## src/design/assert_macros.svh

```systemverilog
// Assertion helper macros used by the top-level design file.
`ifndef ASSERT_MACROS_SVH
`define ASSERT_MACROS_SVH

// Check that a condition implies a result in the same cycle.
`define ASSERT_IMPL(lbl, clk, rst_n, ante, cons) \
    lbl: assert property (@(posedge clk) disable iff (!rst_n) (ante) |-> (cons)) \
        else $error("assertion failed");

// Check that a condition implies a result in the next cycle.
`define ASSERT_NEXT(lbl, clk, rst_n, ante, cons) \
    lbl: assert property (@(posedge clk) disable iff (!rst_n) (ante) |=> (cons)) \
        else $error("assertion failed");

`endif

```

## src/design/tlb_pkg.sv

```systemverilog
// ---------------------------------------------------------------------------
// tlb_pkg
// Shared types and constants of the translation buffer.
// ---------------------------------------------------------------------------
package tlb_pkg;

    localparam int MAX_ENTRIES_DEF = 16;
    localparam int AGE_BITS_DEF    = 16;
    localparam int PID_W           = 16;
    localparam int PAGE_W          = 20;
    localparam int LIMIT_W         = 5;

    // Register indexes
    localparam logic REG_ENTRIES = 1'b0;
    localparam logic REG_POLICY  = 1'b1;

    // Operation and policy codes
    localparam logic OP_LOOKUP = 1'b0;
    localparam logic OP_INSERT = 1'b1;
    localparam logic POL_FIFO  = 1'b0;
    localparam logic POL_LRU   = 1'b1;

    typedef enum logic [1:0] {
        ST_IDLE,
        ST_EXEC,
        ST_OUT
    } t_state;

    // Controller to datapath
    typedef struct packed {
        logic load;   // capture input word
        logic exec;   // update entries, produce result
    } t_cmd;

endpackage

```

## src/design/tlb_ctrl.sv

```systemverilog
// ---------------------------------------------------------------------------
// tlb_ctrl
// Sequencer: capture a word, execute it, hold the result until taken.
// ---------------------------------------------------------------------------
module tlb_ctrl (
    input  logic          i_clk,
    input  logic          i_rst_n,
    input  logic          i_valid,
    output logic          o_stall,
    output logic          o_valid,
    input  logic          i_stall,
    output tlb_pkg::t_cmd o_cmd
);
    import tlb_pkg::*;

    t_state r_state, n_state;

    // State register
    always_ff @(posedge i_clk) begin
        if (!i_rst_n) begin
            r_state <= ST_IDLE;
        end else begin
            r_state <= n_state;
        end
    end

    // Next state and commands
    always_comb begin
        n_state    = r_state;
        o_cmd.load = 1'b0;
        o_cmd.exec = 1'b0;
        o_stall    = 1'b1;
        o_valid    = 1'b0;
        case (r_state)
            ST_IDLE: begin
                o_stall = 1'b0;
                if (i_valid) begin
                    o_cmd.load = 1'b1;
                    n_state    = ST_EXEC;
                end
            end
            ST_EXEC: begin
                o_cmd.exec = 1'b1;
                n_state    = ST_OUT;
            end
            ST_OUT: begin
                o_valid = 1'b1;
                // take a new word while the result is taken
                if (!i_stall) begin
                    o_stall = 1'b0;
                    if (i_valid) begin
                        o_cmd.load = 1'b1;
                        n_state    = ST_EXEC;
                    end else begin
                        n_state = ST_IDLE;
                    end
                end
            end
            default: n_state = ST_IDLE;
        endcase
    end

endmodule

```

## src/design/tlb_dp.sv

```systemverilog
// ---------------------------------------------------------------------------
// tlb_dp
// Entry array with parallel compare, victim select and compaction.
// ---------------------------------------------------------------------------
module tlb_dp #(
    parameter int MAX_ENTRIES = tlb_pkg::MAX_ENTRIES_DEF,
    parameter int AGE_BITS    = tlb_pkg::AGE_BITS_DEF
) (
    input  logic                        i_clk,
    input  logic                        i_rst_n,
    input  tlb_pkg::t_cmd               i_cmd,
    input  logic [tlb_pkg::LIMIT_W-1:0] i_limit,
    input  logic                        i_policy,
    input  logic                        i_operation,
    input  logic [tlb_pkg::PID_W-1:0]   i_pid,
    input  logic [tlb_pkg::PAGE_W-1:0]  i_page,
    input  logic [tlb_pkg::PAGE_W-1:0]  i_new_frame,
    output logic                        o_hit,
    output logic [tlb_pkg::PAGE_W-1:0]  o_frame,
    output logic                        o_evicted,
    output logic [$clog2(MAX_ENTRIES+1)-1:0] o_fill
);
    import tlb_pkg::*;

    localparam int IW = $clog2(MAX_ENTRIES);
    localparam int CW = $clog2(MAX_ENTRIES + 1);
    localparam int PW = 1 << IW;
    localparam logic [AGE_BITS-1:0] AGE_MAX = '1;

    logic [PID_W-1:0]    r_pid   [MAX_ENTRIES];
    logic [PAGE_W-1:0]   r_page  [MAX_ENTRIES];
    logic [PAGE_W-1:0]   r_frm   [MAX_ENTRIES];
    logic [AGE_BITS-1:0] r_age   [MAX_ENTRIES];
    logic [CW-1:0]       r_fill;
    logic                r_op;
    logic [PID_W-1:0]    r_ipid;
    logic [PAGE_W-1:0]   r_ipage;
    logic [PAGE_W-1:0]   r_inf;
    logic                r_hit, r_ev;
    logic [PAGE_W-1:0]   r_ofrm;

    logic [MAX_ENTRIES-1:0] match;
    logic                   any_hit;
    logic [IW-1:0]          hit_idx;
    logic [IW-1:0]          victim;
    logic [CW-1:0]          lim;
    logic                   do_evict;
    logic [CW-1:0]          fill_after;

    // Compare tree nodes: node n has children 2n+1 and 2n+2, leaves last
    logic                   tree_vld [2*PW-1];
    logic [AGE_BITS-1:0]    tree_age [2*PW-1];
    logic [IW-1:0]          tree_idx [2*PW-1];

    // Capture input word
    always_ff @(posedge i_clk) begin
        if (i_cmd.load) begin
            r_op    <= i_operation;
            r_ipid  <= i_pid;
            r_ipage <= i_page;
            r_inf   <= i_new_frame;
        end
    end

    // Parallel compare, first match wins
    always_comb begin
        any_hit = 1'b0;
        hit_idx = '0;
        for (int i = MAX_ENTRIES - 1; i >= 0; i--) begin
            match[i] = (CW'(i) < r_fill) && (r_pid[i] == r_ipid) && (r_page[i] == r_ipage);
            if (match[i]) begin
                any_hit = 1'b1;
                hit_idx = IW'(i);
            end
        end
    end

    // Oldest by age: a balanced tree, the right (later) side wins ties
    always_comb begin
        for (int j = 0; j < PW; j++) begin
            tree_vld[PW-1+j] = (j < MAX_ENTRIES) && (CW'(j) < r_fill);
            tree_age[PW-1+j] = (j < MAX_ENTRIES) ? r_age[j % MAX_ENTRIES] : '0;
            tree_idx[PW-1+j] = IW'(j);
        end
        for (int n = PW - 2; n >= 0; n--) begin
            if (tree_vld[2*n+2] &&
                (!tree_vld[2*n+1] || tree_age[2*n+2] >= tree_age[2*n+1])) begin
                tree_vld[n] = 1'b1;
                tree_age[n] = tree_age[2*n+2];
                tree_idx[n] = tree_idx[2*n+2];
            end else begin
                tree_vld[n] = tree_vld[2*n+1];
                tree_age[n] = tree_age[2*n+1];
                tree_idx[n] = tree_idx[2*n+1];
            end
        end
    end

    // Clamp limit and pick victim
    always_comb begin
        if (i_limit == '0) begin
            lim = CW'(1);
        end else if (int'(i_limit) > MAX_ENTRIES) begin
            lim = CW'(MAX_ENTRIES);
        end else begin
            lim = CW'(i_limit);
        end
        do_evict   = (r_fill >= lim);
        victim     = (i_policy == POL_LRU) ? tree_idx[0] : '0;
        fill_after = do_evict ? r_fill - CW'(1) : r_fill;
    end

    // Update entries
    always_ff @(posedge i_clk) begin
        if (!i_rst_n) begin
            r_fill <= '0;
        end else if (i_cmd.exec && r_op == OP_INSERT) begin
            r_fill <= (fill_after < CW'(MAX_ENTRIES)) ? fill_after + CW'(1) : fill_after;
        end
    end

    always_ff @(posedge i_clk) begin
        if (i_cmd.exec) begin
            if (r_op == OP_LOOKUP) begin
                if (any_hit) begin
                    r_age[hit_idx] <= '0;
                end
                r_hit  <= any_hit;
                r_ofrm <= any_hit ? r_frm[hit_idx] : '0;
                r_ev   <= 1'b0;
            end else begin
                for (int i = 0; i < MAX_ENTRIES; i++) begin
                    logic [AGE_BITS-1:0] a;
                    logic                shift;
                    shift = do_evict && IW'(i) >= victim && i < MAX_ENTRIES - 1;
                    if (CW'(i) == fill_after) begin
                        r_pid[i]  <= r_ipid;
                        r_page[i] <= r_ipage;
                        r_frm[i]  <= r_inf;
                        r_age[i]  <= AGE_BITS'(1);
                    end else if (shift) begin
                        a = r_age[(i + 1) % MAX_ENTRIES];
                        r_pid[i]  <= r_pid[(i + 1) % MAX_ENTRIES];
                        r_page[i] <= r_page[(i + 1) % MAX_ENTRIES];
                        r_frm[i]  <= r_frm[(i + 1) % MAX_ENTRIES];
                        r_age[i]  <= (a == AGE_MAX) ? a : a + AGE_BITS'(1);
                    end else begin
                        a = r_age[i];
                        r_age[i] <= (a == AGE_MAX) ? a : a + AGE_BITS'(1);
                    end
                end
                r_hit  <= 1'b0;
                r_ofrm <= '0;
                r_ev   <= do_evict;
            end
        end
    end

    assign o_hit     = r_hit;
    assign o_frame   = r_ofrm;
    assign o_evicted = r_ev;
    assign o_fill    = r_fill;

endmodule

```

## src/design/tlb_fifo_lru_lookup_insert.sv

```systemverilog
// ---------------------------------------------------------------------------
// tlb_fifo_lru_lookup_insert
// Fully associative TLB with FIFO or LRU replacement.
// ---------------------------------------------------------------------------
// channel | direction | handshake          | payload
// input   | in        | i_valid / o_stall  | operation, pid, page, new_frame
// output  | out       | o_valid / i_stall  | hit, frame, evicted
// config  | in        | i_cfg_we           | i_cfg_idx, i_cfg_data
//
// Each word passes through a capture step and an execute step in which
// the compare array, victim select and compaction settle together.
// Reset clears the fill count; entries need no clearing.
// A new word is taken in the cycle its predecessor's result leaves.
`include "assert_macros.svh"

module tlb_fifo_lru_lookup_insert #(
    parameter int MAX_ENTRIES = tlb_pkg::MAX_ENTRIES_DEF,
    parameter int AGE_BITS    = tlb_pkg::AGE_BITS_DEF
) (
    input  logic                          i_clk,
    input  logic                          i_rst_n,
    input  logic                          i_cfg_we,
    input  logic                          i_cfg_idx,
    input  logic [tlb_pkg::LIMIT_W-1:0]   i_cfg_data,
    input  logic                          i_valid,
    output logic                          o_stall,
    input  logic                          i_operation,
    input  logic [tlb_pkg::PID_W-1:0]     i_pid,
    input  logic [tlb_pkg::PAGE_W-1:0]    i_page,
    input  logic [tlb_pkg::PAGE_W-1:0]    i_new_frame,
    output logic                          o_valid,
    input  logic                          i_stall,
    output logic                          o_hit,
    output logic [tlb_pkg::PAGE_W-1:0]    o_frame,
    output logic                          o_evicted
);
    import tlb_pkg::*;

    localparam int CW = $clog2(MAX_ENTRIES + 1);

    logic [LIMIT_W-1:0] r_limit;
    logic               r_policy;
    t_cmd               cmd;
    logic [CW-1:0]      fill;

    // Configuration registers
    always_ff @(posedge i_clk) begin
        if (!i_rst_n) begin
            r_limit  <= LIMIT_W'(16);
            r_policy <= POL_FIFO;
        end else if (i_cfg_we) begin
            case (i_cfg_idx)
                REG_ENTRIES: r_limit  <= i_cfg_data;
                REG_POLICY:  r_policy <= i_cfg_data[0];
                default: ;
            endcase
        end
    end

    tlb_ctrl u_ctrl (
        .i_clk   (i_clk),
        .i_rst_n (i_rst_n),
        .i_valid (i_valid),
        .o_stall (o_stall),
        .o_valid (o_valid),
        .i_stall (i_stall),
        .o_cmd   (cmd)
    );

    tlb_dp #(
        .MAX_ENTRIES (MAX_ENTRIES),
        .AGE_BITS    (AGE_BITS)
    ) u_dp (
        .i_clk       (i_clk),
        .i_rst_n     (i_rst_n),
        .i_cmd       (cmd),
        .i_limit     (r_limit),
        .i_policy    (r_policy),
        .i_operation (i_operation),
        .i_pid       (i_pid),
        .i_page      (i_page),
        .i_new_frame (i_new_frame),
        .o_hit       (o_hit),
        .o_frame     (o_frame),
        .o_evicted   (o_evicted),
        .o_fill      (fill)
    );

    `ASSERT_IMPL(a_fill_max, i_clk, i_rst_n, 1'b1, fill <= CW'(MAX_ENTRIES))
    `ASSERT_NEXT(a_load_exec, i_clk, i_rst_n, cmd.load, cmd.exec && !o_valid)
    `ASSERT_NEXT(a_exec_out, i_clk, i_rst_n, cmd.exec, o_valid)
    `ASSERT_IMPL(a_ins_nohit, i_clk, i_rst_n, o_valid && o_evicted, !o_hit)

endmodule

```

## config.mk

```make
export PLATFORM = sky130hd
export DESIGN_NAME = tlb_fifo_lru_lookup_insert
export DESIGN_NICKNAME = d
export VERILOG_FILES = /design/src/design/tlb_pkg.sv /design/src/design/tlb_ctrl.sv /design/src/design/tlb_dp.sv /design/src/design/tlb_fifo_lru_lookup_insert.sv
export VERILOG_INCLUDE_DIRS = /design/src /design/src/design
export SDC_FILE = /design/constraint.sdc
export NUM_CORES = 2
export LEC_CHECK = 0
export ABC_AREA = 1
export BUFFER_PORTS_ARGS = -buffer_cell sky130_fd_sc_hd__buf_4
export CAP_MARGIN = 20
export CORE_ASPECT_RATIO = 1.2
export CORE_MARGIN = 3
export CORE_UTILIZATION = 65
export DETAILED_ROUTE_END_ITERATION = 12
export GPL_TIMING_DRIVEN = 1
export PLACE_DENSITY_LB_ADDON = 0.08
export SLEW_MARGIN = 5
export SYNTH_ARGS = -nofsm -noshare
export SYNTH_HDL_FRONTEND = slang
export SYNTH_SLANG_ARGS = --single-unit
```

## constraint.sdc

```tcl
create_clock -name i_clk -period 27.2 [get_ports i_clk]
set_clock_uncertainty 0.1 [all_clocks]
set_input_delay 5.44 -clock i_clk [delete_from_list [all_inputs] [get_ports i_clk]]
set_output_delay 5.44 -clock i_clk [all_outputs]
set_load 0.1 [all_outputs]
```

==> flow_summary.toml <==
[drt]
routed_wl_um = 291000
first_iter_violations = 10900
drtAntennaViolNets = 0
drc = 0
vias = 72300
via_per_inst = 6.61
dr.pass1.iters = 7
wire_per_inst_um = 26.6

[clocking]
postCtsHoldBufs = 0
clk_transition_reported_paths_ns = 0.06
postCtsResizedCells = 0
cts_tree = "yes"
numCtsBuffers = 132
cts_setup_buffers = 0
clockBufferDepth = 3
clk-insertion-delay-late_ns = 0.81
clock-sinks = 1244
cts-htree-levels = 4
clock-root-buffer = "clkbuf_16"

[worst_setup_path]
crit_arrival_ns = 13.23
crit_top_cell = "nand2_1"
cp_max_fo = 86
cp_slowest_stage_delay_ns = 0.77
crit_path_top_delay_cell = "buf_4"
cp.required_ns = 27.58
start_kind = "flip-flop"
critical_path_class = "reg -> reg"
reg2reg_slack_ns = 14.35
end_kind = "flip-flop"

[global_routing]
overflow = 0
grt_pass1_vias = 68100
grtUsageTotal_pct = 46.1
antenna_found_initial = 12
grt_max_degree = 101
grt_pass1_wl_um = 422000

[power_and_ir_drop]
powerDensity_nw_per_um2 = 57.7
p_leak_uw = 0.0338
peakVddDrop_v = 0.0000699

[floorplanning]
ioPinCount = 92
die_area_um2 = 125000
start_util_pct = 65.9
die_w_um = 323
core-area_um2 = 119000
die-height_um = 386
rows = 138

[synthesis]
synthTopCellsByArea = "edfxtp_1 47%, nand2_1 13%, o21ai_0 5.8%, ha_1 4.3%, inv_1 3.8%"
yosys_most_used_dff = "edfxtp_1"
synth.largest_area_cell = "edfxtp_1"
synth.distinct_cells = 64
syn_area_um2 = 78200
synthTopCellsByCount = "2790 x nand2_1, 1231 x edfxtp_1, 911 x o21ai_0, 782 x inv_1, 542 x nand3_1"
synth-seq-cells = 1244
ys_seq_area_share_pct = 47.6
syn_inst = 9416
synth.most_common_cell = "nand2_1"
yosys_warnings = 0
synth_nets = 9751
synth-async-reset-ratio_pct = 0
synth_edf_count = 1231
syn-mean-instance-area_um2 = 8.31
yosysTopAreaCellShare_pct = 47.3

[run]
maxCapViolations = 0

[finish]
syn_to_final_growth_pct = 7.53
layoutNonFillerInstCount = 10900
fin_nets = 9623
drive_gt1_share_pct = 5.84
fin_area_um2 = 84100

[timing]
worst_pin_slew_ns = 1.23
whs_ns = 0.438
setup_viol = 0
fin_setup_tns_ns = 0
hold_viol_final = 0
rsz0062_at_grt = "no"
min_period_ns = 12.85
final.period_utilization_pct = 47.2
max_freq_ghz = 0.0778
finalMaxSlewViolations = 0
maxSlewHeadroom_pct = 17.2

[placement]
dp.cells = 10700
io_buffers = 91
hpwl_um = 201000
place.gp.congestion = 1.03
dpl-instance-area_um2 = 79800

[run_status]
status = "finished, final reports clean"

[min_path]
hp-class = "reg -> reg"
[state kept, by name, indices dropped and copies added, names as in the netlist]
name            flops
u_dp.r_frm        320
u_dp.r_page       320
u_dp.r_age        256
u_dp.r_pid        256
u_dp.o_frame       20
u_dp.r_inf         20
u_dp.r_ipage       20
u_dp.r_ipid        16
r_limit             5
u_dp.o_fill         5
u_ctrl.r_state      2
r_policy            1
u_dp.o_evicted      1
u_dp.o_hit          1
u_dp.r_op           1
[final cells by class]
class	instances	area (um2)
Sequential cell	1244	37200
Timing Repair Buffer	240	1850
Tap cell	1540	1930
Clock inverter	81	706
Antenna cell	9	22.5
Multi-Input combinational cell	6851	35800
Inverter	819	3080
Clock buffer	156	3440
Fill cell	9206	34500
[metal layers]
layer  global-route usage [%]  routed length (um)
met5                    0.714                 200
met4                     36.1               28400
met3                     14.7               39800
met2                     70.5              127000
met1                     53.6               96000
[cells in the final DEF (no fill, tap or decap), types with 10 or more instances in the layout]
cell       instances
or2_2             21
o22ai_1           94
xor2_1           255
clkbuf_1          20
dfxtp_1           13
o21ai_1           44
nand2_2           10
nand3_1          542
buf_4            235
nor3_1           161
ha_1             267
o21ai_0          896
clkinv_2          27
nand3b_1          37
nor2_1           508
a31oi_1           16
nand4_1          382
nand2_1         2783
edfxtp_1        1231
a211oi_1          13
nor2_4            14
inv_2             31
inv_1            782
clkinv_1          30
xnor2_1          318
nor4_1            91
clkbuf_16        133
o211ai_1          12
a21oi_1          269
[worst max-delay path: cells and delay by family, from the launching register on]
kind	cells	cell delay, ns
adder cells (fa/ha/maj)	3	1.16
AO/OA/AOI/OAI	15	2.75
AND/OR/NAND/NOR	37	5.27
flip-flops	1	0.53
buffers and inverters	7	2.61
[power by group]
| part | switching (uW) | leakage (uW) | internal, uW |
|---|---|---|---|
| registers | 59.1 | 0.0113 | 2200 |
| logic | 586 | 0.0204 | 206 |
| clock network | 806 | 0.00203 | 995 |
| total | 1450 | 0.0338 | 3400 |
[through the flow]
step | total power (uW) | util [%] | setup WS [ns]
global route | 4960 | 70.9 | 13.64
global placement | 3010 | 67.3 | 14.56
floorplan | 2750 | - | 15.40
finish | 4850 | 70.9 | 14.35
CTS | 4790 | 70.8 | 14.30
detailed placement | 3030 | 67.3 | 14.40
[cell families after synthesis]
group,share of synthesized area (%)
buf+inv,6.93
fa+ha+maj,4.27
xor+xnor,6.42
compound gates,9.57
flops,47.6
simple gates,25.2
[worst paths after layout]
path                                startpoint                           to  cells past startpoint
hold reg to reg   u_dp.r_frm[10][15]$_DFFE_PP_  u_dp.r_frm[9][15]$_DFFE_PP_                      2
hold / removal    u_dp.r_frm[10][15]$_DFFE_PP_  u_dp.r_frm[9][15]$_DFFE_PP_                      2
setup reg to reg   u_dp.o_fill[4]$_SDFFE_PN0P_  u_dp.r_page[6][1]$_DFFE_PP_                     62
setup / recovery   u_dp.o_fill[4]$_SDFFE_PN0P_  u_dp.r_page[6][1]$_DFFE_PP_                     62
Note: power is estimated with default switching activity, not from simulation.
